[config.mk]
export PLATFORM = sky130hd
export DESIGN_NAME = status_packet_deframer
export DESIGN_NICKNAME = d
export VERILOG_FILES = /design/src/rtl/spd_pkg.sv /design/src/rtl/status_packet_deframer.sv /design/src/rtl/spd_front.sv /design/src/rtl/spd_queue.sv
export SDC_FILE = /design/constraint.sdc
export NUM_CORES = 1
export LEC_CHECK = 0
export BUFFER_PORTS_ARGS = -buffer_cell sky130_fd_sc_hd__buf_2
export CORE_MARGIN = 3
export CORE_UTILIZATION = 66
export CTS_BUF_LIST = sky130_fd_sc_hd__clkbuf_16
export CTS_CLUSTER_DIAMETER = 200
export CTS_CLUSTER_SIZE = 30
export DETAILED_ROUTE_END_ITERATION = 8
export PLACE_DENSITY = 0.85
export SETUP_SLACK_MARGIN = 0.3
export SYNTH_ARGS = -nofsm -noshare
export SYNTH_HDL_FRONTEND = slang
export SYNTH_SLANG_ARGS = --single-unit
[constraint.sdc]
create_clock -name clk -period 6.05 [get_ports clk]
set_input_delay 0.9075 -clock clk [delete_from_list [all_inputs] [get_ports clk]]
set_output_delay 0.9075 -clock clk [all_outputs]
set_load 0.05 [all_outputs]
[src/rtl/spd_pkg.sv]
// Shared types and constants for the status packet deframer.
`default_nettype none

package spd_pkg;

    // Frame constants.
    localparam logic [7:0] START_BYTE     = 8'hFF;
    localparam logic [8:0] MIN_BUFFER     = 9'd6;
    localparam logic [8:0] FRAME_OVERHEAD = 9'd4;
    localparam logic [8:0] POS_MAX        = 9'd511;

    // Byte positions of the header fields.
    localparam logic [8:0] POS_ID     = 9'd2;
    localparam logic [8:0] POS_LENGTH = 9'd3;
    localparam logic [8:0] POS_ERROR  = 9'd4;
    localparam logic [8:0] POS_PARAM0 = 9'd5;

    // Result kinds.
    localparam logic KIND_PARAM   = 1'b0;
    localparam logic KIND_VERDICT = 1'b1;

    // Verdict codes.
    localparam logic [1:0] VERDICT_OK        = 2'd0;
    localparam logic [1:0] VERDICT_MALFORMED = 2'd1;
    localparam logic [1:0] VERDICT_BAD_SUM   = 2'd2;

    // One result beat as it travels through the queue.
    typedef struct packed {
        logic       kind;
        logic [7:0] value;
        logic [7:0] index;
        logic [1:0] verdict;
        logic [7:0] id;
        logic [7:0] error;
        logic [7:0] total;
    } result_t;

endpackage

`default_nettype wire

[src/rtl/status_packet_deframer.sv]
// Top level of the status packet deframer.
`default_nettype none

// Takes one byte of a received status reply per beat, buffer_end marking the
// last byte of the buffer, and returns a parameter beat for each parameter byte
// and one verdict beat per reply (ok, malformed or bad checksum). Bytes after a
// verdict give nothing until buffer_end rearms the framer. A byte is taken every
// cycle while the result queue (QUEUE_DEPTH entries) has room; the framing
// state updates on each accepted byte, so the sustained rate is one byte per
// cycle when results are drained as fast. Results are registered in the queue.

module status_packet_deframer
    import spd_pkg::*;
#(
    parameter int QUEUE_DEPTH = 4
)
(
    input  wire logic       clk,
    input  wire logic       rst_n,
    input  wire logic       rx_valid,
    output logic            rx_ready,
    input  wire logic [7:0] rx_byte,
    input  wire logic       buffer_end,
    output logic            res_valid,
    input  wire logic       res_ready,
    output logic            result_kind,
    output logic [7:0]      param_value,
    output logic [7:0]      param_index,
    output logic [1:0]      verdict,
    output logic [7:0]      servo_id,
    output logic [7:0]      error_flags,
    output logic [7:0]      param_total
);

    logic    space;
    logic    push;
    result_t push_data;
    result_t head;

    assign rx_ready = space;

    spd_front u_front (
        .clk        (clk),
        .rst_n      (rst_n),
        .accept     (rx_valid && space),
        .rx_byte    (rx_byte),
        .buffer_end (buffer_end),
        .push       (push),
        .push_data  (push_data)
    );

    spd_queue #(
        .DEPTH (QUEUE_DEPTH)
    ) u_queue (
        .clk       (clk),
        .rst_n     (rst_n),
        .space     (space),
        .push      (push),
        .push_data (push_data),
        .pop_valid (res_valid),
        .pop_ready (res_ready),
        .pop_data  (head)
    );

    // Unpack the head beat onto the result ports.
    assign result_kind = head.kind;
    assign param_value = head.value;
    assign param_index = head.index;
    assign verdict     = head.verdict;
    assign servo_id    = head.id;
    assign error_flags = head.error;
    assign param_total = head.total;

endmodule

`default_nettype wire

[src/rtl/spd_front.sv]
// Front end: tracks the reply framing and classifies each accepted byte.
`default_nettype none

module spd_front
    import spd_pkg::*;
(
    input  wire logic       clk,
    input  wire logic       rst_n,
    input  wire logic       accept,
    input  wire logic [7:0] rx_byte,
    input  wire logic       buffer_end,
    output logic            push,
    output result_t         push_data
);

    logic [8:0] pos_reg, pos_next;
    logic [7:0] len_reg, len_next;
    logic [7:0] sum_reg, sum_next;
    logic [7:0] id_reg, id_next;
    logic [7:0] err_reg, err_next;
    logic       given_reg, given_next;
    logic       hbad_reg, hbad_next;

    logic       have_verdict;
    logic       have_param;
    logic [1:0] verdict;
    logic [8:0] pindex;
    logic [8:0] sum_pos;
    logic [7:0] total;

    assign sum_pos = {1'b0, len_reg} + FRAME_OVERHEAD - 9'd1;

    // Classify the byte against the current position and work out next state.
    always_comb
    begin
        pos_next     = pos_reg;
        len_next     = len_reg;
        sum_next     = sum_reg;
        id_next      = id_reg;
        err_next     = err_reg;
        given_next   = given_reg;
        hbad_next    = hbad_reg;
        have_verdict = 1'b0;
        have_param   = 1'b0;
        verdict      = VERDICT_OK;
        pindex       = 9'd0;
        total        = 8'd0;

        if (!given_reg)
        begin
            priority if (pos_reg < POS_ID)
            begin
                if (rx_byte != START_BYTE)
                    hbad_next = 1'b1;
            end
            else if (pos_reg == POS_ID)
            begin
                id_next  = rx_byte;
                sum_next = sum_reg + rx_byte;
            end
            else if (pos_reg == POS_LENGTH)
            begin
                len_next = rx_byte;
                sum_next = sum_reg + rx_byte;
            end
            else if (pos_reg == POS_ERROR)
            begin
                err_next = rx_byte;
                sum_next = sum_reg + rx_byte;
                if (len_reg < 8'd2)
                begin
                    have_verdict = 1'b1;
                    verdict      = VERDICT_MALFORMED;
                end
            end
            else if (pos_reg == sum_pos)
            begin
                have_verdict = 1'b1;
                if (hbad_reg || (({1'b0, len_reg} + FRAME_OVERHEAD) < MIN_BUFFER))
                    verdict = VERDICT_MALFORMED;
                else if (~sum_reg != rx_byte)
                    verdict = VERDICT_BAD_SUM;
                else
                    verdict = VERDICT_OK;
            end
            else
            begin
                sum_next   = sum_reg + rx_byte;
                have_param = 1'b1;
                pindex     = pos_reg - POS_PARAM0;
            end

            // An early end turns this beat into a malformed verdict.
            if (buffer_end && !have_verdict)
            begin
                have_verdict = 1'b1;
                have_param   = 1'b0;
                verdict      = VERDICT_MALFORMED;
            end

            if (pos_reg != POS_MAX)
                pos_next = pos_reg + 9'd1;

            // Parameter count once the length byte has been taken.
            if ((pos_next > POS_LENGTH) && (len_next >= 8'd2))
                total = len_next - 8'd2;

            if (have_verdict)
                given_next = 1'b1;
        end

        // The final byte of the buffer rearms the framer.
        if (buffer_end)
        begin
            pos_next   = 9'd0;
            len_next   = 8'd0;
            sum_next   = 8'd0;
            id_next    = 8'd0;
            err_next   = 8'd0;
            given_next = 1'b0;
            hbad_next  = 1'b0;
        end
    end

    // Result beat handed to the queue; uses the field values after this byte.
    always_comb
    begin
        push              = accept && (have_verdict || have_param);
        push_data.kind    = have_verdict ? KIND_VERDICT : KIND_PARAM;
        push_data.value   = have_verdict ? 8'd0 : rx_byte;
        push_data.index   = have_verdict ? 8'd0 : pindex[7:0];
        push_data.verdict = have_verdict ? verdict : VERDICT_OK;
        push_data.id      = (!given_reg && pos_reg == POS_ID) ? rx_byte : id_reg;
        push_data.error   = (!given_reg && pos_reg == POS_ERROR) ? rx_byte : err_reg;
        push_data.total   = total;
    end

    // Framing state, updated on each accepted beat.
    always_ff @(posedge clk or negedge rst_n)
    begin
        if (!rst_n)
        begin
            pos_reg   <= 9'd0;
            len_reg   <= 8'd0;
            sum_reg   <= 8'd0;
            id_reg    <= 8'd0;
            err_reg   <= 8'd0;
            given_reg <= 1'b0;
            hbad_reg  <= 1'b0;
        end
        else if (accept)
        begin
            pos_reg   <= pos_next;
            len_reg   <= len_next;
            sum_reg   <= sum_next;
            id_reg    <= id_next;
            err_reg   <= err_next;
            given_reg <= given_next;
            hbad_reg  <= hbad_next;
        end
    end

endmodule

`default_nettype wire

[src/rtl/spd_queue.sv]
// Back end: a short result queue whose head register drives the output channel.
`default_nettype none

module spd_queue
    import spd_pkg::*;
#(
    parameter int DEPTH = 4
)
(
    input  wire logic clk,
    input  wire logic rst_n,
    output logic      space,
    input  wire logic push,
    input  result_t   push_data,
    output logic      pop_valid,
    input  wire logic pop_ready,
    output result_t   pop_data
);

    localparam int PTR_W = (DEPTH > 1) ? $clog2(DEPTH) : 1;
    localparam int CNT_W = $clog2(DEPTH + 1);
    localparam logic [PTR_W-1:0] PTR_LAST = PTR_W'(DEPTH - 1);
    localparam logic [CNT_W-1:0] CNT_FULL = CNT_W'(DEPTH);

    result_t          store_reg [DEPTH];
    logic [PTR_W-1:0] wr_ptr_reg, rd_ptr_reg;
    logic [CNT_W-1:0] count_reg;
    logic             pop;

    assign space     = (count_reg != CNT_FULL);
    assign pop_valid = (count_reg != '0);
    assign pop       = pop_valid && pop_ready;
    assign pop_data  = store_reg[rd_ptr_reg];

    // Entry storage; payload needs no reset.
    always_ff @(posedge clk)
    begin
        if (push)
            store_reg[wr_ptr_reg] <= push_data;
    end

    // Pointers and fill count.
    always_ff @(posedge clk or negedge rst_n)
    begin
        if (!rst_n)
        begin
            wr_ptr_reg <= '0;
            rd_ptr_reg <= '0;
            count_reg  <= '0;
        end
        else
        begin
            if (push)
                wr_ptr_reg <= (wr_ptr_reg == PTR_LAST) ? '0 : wr_ptr_reg + 1'b1;
            if (pop)
                rd_ptr_reg <= (rd_ptr_reg == PTR_LAST) ? '0 : rd_ptr_reg + 1'b1;
            if (push && !pop)
                count_reg <= count_reg + 1'b1;
            else if (pop && !push)
                count_reg <= count_reg - 1'b1;
        end
    end

endmodule

`default_nettype wire
### Word-level counts from Yosys, hierarchy flattened

Memories as Yosys holds them, arrays and structs flattened.
Cells that the tools add are included.
W data, S select, Z words.

| cells by class | value |
|---|---|
| order comparisons | 5 |
| bitwise logic cells | 1 |
| multiplexer cells | 81 |
| equal/unequal tests | 15 |
| reductions and logical operators | 26 |
| $add $sub $neg | 10 |
| shifts and indexed selects | 0 |
| divide/modulo/power cells | 0 |
| multiply operators | 0 |

Operators with widths:

| operator | count |
|---|---|
| $mux W8 | 35 |
| $mux W9 | 4 |
| $mux W1 | 28 |
| $mux W2 | 12 |
| $eq A9 B2 Y1 const B | 2 |
| $reduce_and A4 Y1 | 3 |
| $reduce_bool A2 Y1 | 5 |
| $add A8 B3 Y9 const B | 1 |
| $add A9 B1 Y9 const B | 1 |
| $eq A9 B3 Y1 const B | 1 |
| $eq A9 B9 Y1 | 1 |
| $gt A9 B2 Y1 const B | 1 |
| $logic_and A1 B1 Y1 | 9 |
| $lt A9 B2 Y1 const B | 1 |
| $lt A9 B3 Y1 const B | 1 |
| $ne A9 B9 Y1 const B | 1 |
| $sub A9 B1 Y9 const B | 1 |
| $add A8 B8 Y8 | 1 |
| $ge A8 B2 Y1 const B | 1 |
| $lt A8 B2 Y1 const B | 1 |
| $ne A2 B2 Y1 const B | 4 |
| $ne A8 B8 Y1 | 1 |
| $ne A8 B8 Y1 const B | 1 |
| $not A8 Y8 | 1 |
| other kinds (14) | 21 |

| word-level totals | value |
|---|---|
| bits in writable memories | 172 |
| bits in latches | 0 |
| memories | 1 |
| register bits | 50 |
| input port bits | 13 |
| ROM bits | 0 |
| word-level logic and storage cells | 149 |
| output and inout port bits | 45 |

Memory list:

| name | depth | bits a word | rd ports | clocked after memory_dff | wr ports | RTL line | text |
|---|---|---|---|---|---|---|---|
| u_queue.store_reg | 4 | 43 | 1 | 0 | 1 | spd_queue.sv:25 | `result_t store_reg [DEPTH];` |

### Depth between registers and ports, before layout

| depth | value |
|---|---|
| depth in word-level cells | 20 |
| depth in mapped cells | 13 |

### Modules after synthesis

A second synthesis with hierarchy kept.

| unflattened totals | value |
|---|---|
| cell total of the unflattened synthesis | 688 |
| area, all modules | 10,252.3 µm² |

By module, submodules not included:

| module | instances | sequential area each (µm²) | cells an instance | area each (µm²) |
|---|---|---|---|---|
| spd_queue | 1 | 5,340.1 | 263 | 6,688.9 |
| spd_front | 1 | 1,076.0 | 424 | 3,557.2 |
| status_packet_deframer | 1 | 0.0 | 1 | 6.3 |

### Worst setup path before layout

OpenSTA, ideal clock, no wires.

| timing | value |
|---|---|
| kind | reg2reg |
| from | reg u_queue.count_reg[0] |
| to | mem u_queue.store_reg[0][0] (netlist bit) (enable) |
| required time | 5.645 ns |
| cell stages (with the launch flop) | 8 |
| arrival time | 2.587 ns |
| setup slack | 3.058 ns |
| setup time | 0.405 ns |
| path through | dfrtp_1 > nor2_1 > nand2_1 > nand2_1 > nor2_1 > o31ai_1 > inv_1 > and2_1 |

| between the ends | value |
|---|---|
| cells in the longest elaborated chain, start to end | 5 |

Ends and longest elaborated chain:

| element | RTL line | text |
|---|---|---|
| from (decl) | spd_queue.sv:27 | `logic [CNT_W-1:0] count_reg;` |
| from (signal assigned) | spd_queue.sv:58 | `count_reg <= count_reg + 1'b1;` |
| from (signal assigned) | spd_queue.sv:60 | `count_reg <= count_reg - 1'b1;` |
| $ne A3 B3 Y1 | spd_queue.sv:30 | `assign space = (count_reg != CNT_FULL);` |
| net rx_ready | status_packet_deframer.sv:21 | `output logic rx_ready,` |
| $logic_and A1 B1 Y1 | status_packet_deframer.sv:45 | `.accept (rx_valid && space),` |
| $logic_and A1 B1 Y1 | spd_front.sv:128 | `push = accept && (have_verdict \|\| have_param);` |
| net push | status_packet_deframer.sv:36 | `logic push;` |
| $mux W1 | spd_queue.sv:38 | `if (push)` |
| $mux W1 (not written as such) | spd_queue.sv:39 | `store_reg[wr_ptr_reg] <= push_data;` |
| to (decl) | spd_queue.sv:25 |  |

The timed path passes the listed nets, and every way through them passes these cells.

==> metrics.txt <==
initial antenna violation count 0; Clock Power Share 0.150; Synth top area share 0.501; Power Density 482 nW/µm²; commonest non-fill, non-tap cells in the layout 172 x edfxtp_1, 57 x buf_2, 48 x dfrtp_1; Logic pwr share 0.422; post-synthesis sequential area ratio 0.623; initial core utilization 0.675; Max IR drop VDD 0.263 mV; RSZ-0062 raised after global routing no; Top Ports 58; critical path cell sequence ha_1 > xor2_1 > nor2_1 > xnor2_1 > o41ai_2 > nand4_1 > o31ai_1 > a21boi_0; DRC Markers 0; Site Rows 45; Synth Instances 670; buffer depth of the longest clock path 3; Period minus WS final 3.76 ns; Avg Inst Size Synth around 15 µm²; CORE AREA about 15000 µm²; CTS Sinks 222; max FFs per register between 150 and 200; # hold bufs at CTS 0; largest net degree at the start of global routing 51; dpl hpwl 14000 µm; Slew headroom 0.269; port bufs 57; FILL cells between 900 and 1000; Slowest-stage cell, CP o31ai_1; HP Class reg2reg; Final WS setup 2.29 ns; Vias/cell 6.48; post-CTS sizing 0; # H-tree levels 1; LEAKAGE approximately 4.1 nW; max_cap viols 0; GR Util All Layers 0.259; Place WS 2.36 ns; Design Area, Final roughly 11000 µm²; Antenna diodes 0; DIE AREA 17200 µm²; Buf+Inv Stages, Crit Path 0; initial DRC count 649; Layout Skew ~0.013 ns; Hold Vio Cnt, Final 0; Int Pwr about 3.2 mW; root buffer cell clkbuf_16; flops & latches, synth 222; Setup violations, final 0; placed cell areas 10800 µm²; clk_lat worst skew 0.46 ns; critical path's top delay family compound AO/OA/AOI/OAI gates; TritonCTS Buffers 11; startpoint types flop; Die Span Y 131 µm; FMAX between 200 and 300 MHz; Total Neg Setup Slack 0 ns; post-CTS setup buffers 0; Post-synth top flop edfxtp_1; Sw Pwr 2.14 mW; nets@finish roughly 750; Tightest Pin Transition 1.09 ns; total gr overflow 0; Die X 131 µm; post-route ant nets 0; sequential share of power 0.428; first-pass GRT wire length 34000 µm; Synthesis Warnings 0; share of layout cells above drive strength 1 0.250; final period utilization 0.621; Synth async-reset ratio 0.225; clk slew on worst S/H paths between 0.1 and 0.15 ns; status complete, no violations; fin. max-slew vios 0; CP Capture Type flop; vias in the first global route between 6000 and 7000; critical path arrival ~3.9 ns; via count ~6000; Synth Net Count 707; CTS tree yes; Unique masters post-synth 65; Critical Path Fanout Max 9; dominant cell type by area after synthesis edfxtp_1; Switching Share 0.400; DR WL/cell 23.1 µm; Crit path required time 6.16 ns; drt total wl 21500 µm; top cells by area, synth edfxtp_1 50%, dfrtp_1 12%, mux4_2 9.4%; critical path's largest stage delay 1.00 ns; area grow syn2layout 7.61%; WS Path Type reg2reg; GP Congestion a little over 1; Post-synth EDFFs 172; synthesized cell area slightly above 10000 µm²; Pre-Repair DR Iteration Count 5; most common cell after layout, fill and taps aside edfxtp_1
[cells in the mapped netlist (8+ instances only)]
| master | instances |
|---|---|
| edfxtp_1 | 172 |
| dfrtp_1 | 50 |
| nor2_1 | 45 |
| mux4_2 | 43 |
| mux2_2 | 36 |
| clkbuf_1 | 22 |
| ha_1 | 22 |
| nand2_1 | 21 |
| o21ai_0 | 21 |
| xnor2_1 | 20 |
| inv_1 | 17 |
| xor2_1 | 16 |
| a21oi_1 | 15 |
| nor2b_1 | 13 |
| nand3_1 | 11 |
| nor4_1 | 11 |
| nor3_1 | 9 |
| a21boi_0 | 8 |
| and2_1 | 8 |
| mux2i_1 | 8 |
[cells by family (layout without fill, tap and decap cells)]
| kind of cell | Yosys count | in the layout | share of synthesized area |
|---|---|---|---|
| multiplexers | 94 | 94 | 0.151 |
| AO/OA/AOI/OAI | 90 | 90 | 0.0606 |
| AND/OR/NAND/NOR | 151 | 151 | 0.0790 |
| XOR/XNOR | 39 | 39 | 0.0359 |
| flip-flops | 222 | 222 | 0.623 |
| buffers and inverters | 50 | 99 | 0.0200 |
| adder cells (fa/ha/maj) | 24 | 24 | 0.0306 |
[routing by layer]
metal / GRT usage / wire length, µm
met1: 0.377 / 9290
met2: 0.423 / 10600
met3: 0.0329 / 1170
met4: 0.0641 / 437
met5: 0 / 0
[worst reg2reg max path, cell delays in order (launching register included)]
cell	delay (ns)
dfrtp_1	0.53
ha_1	0.34
xor2_1	0.29
nor2_1	0.14
xnor2_1	0.16
o41ai_2	0.20
nand4_1	0.33
o31ai_1	1.01
a21boi_0	0.42
[final timing paths]
path	startpoint	end	slack (ns)	cells past startpoint
max in group asynchronous	rst_n	u_queue.rd_ptr_reg[1]	5.01	2
worst max register to register	u_front.len_reg[2]	u_queue.store_reg[0][40]	2.29	8
worst min register to register	u_queue.count_reg[2]	u_queue.count_reg[2]	0.49	1
worst max-delay path	u_front.len_reg[2]	u_queue.store_reg[0][40]	2.29	8
min in group asynchronous	rst_n	u_front.id_reg[1]	0.55	2
worst min-delay path	u_queue.count_reg[2]	u_queue.count_reg[2]	0.49	1
[cell type report]
type,count,area [µm²],share of cell area
clock inverter,6,38.8,0.00350
clock buffer,11,275,0.0248
inverter,18,67.6,0.00609
sequential,222,6420,0.579
tap,211,264,0.0238
multi-input combinational,398,3690,0.333
timing repair buffer,64,338,0.0305
[power by group through the flow]
stage / Sequential [mW] / Combinational [mW] / Clock, mW
2_1_floorplan: 2.19 / 1.86 / 0
3_3_place_gp: 2.29 / 2.22 / 0
3_5_place_dp: 2.32 / 2.26 / 0
4_1_cts: 2.29 / 2.28 / 0.814
5_1_grt: 2.32 / 2.43 / 0.861
6_report: 2.29 / 2.26 / 0.802
[through the flow]
| step | power (mW) | instances | utilization | hold slack (ns) |
|---|---|---|---|---|
| finish | 5.35 | 930 | 0.727 | 0.488 |
| global route | 5.61 | 930 | 0.727 | 0.522 |
| CTS | 5.38 | 930 | 0.727 | 0.496 |
| detailed placement | 4.59 | 913 | 0.706 | 0.481 |
| global placement | 4.51 | 913 | 0.706 | 0.470 |
| floorplan | 4.05 | 670 | - | 0.456 |
Note: power is estimated with default switching activity, not from simulation.
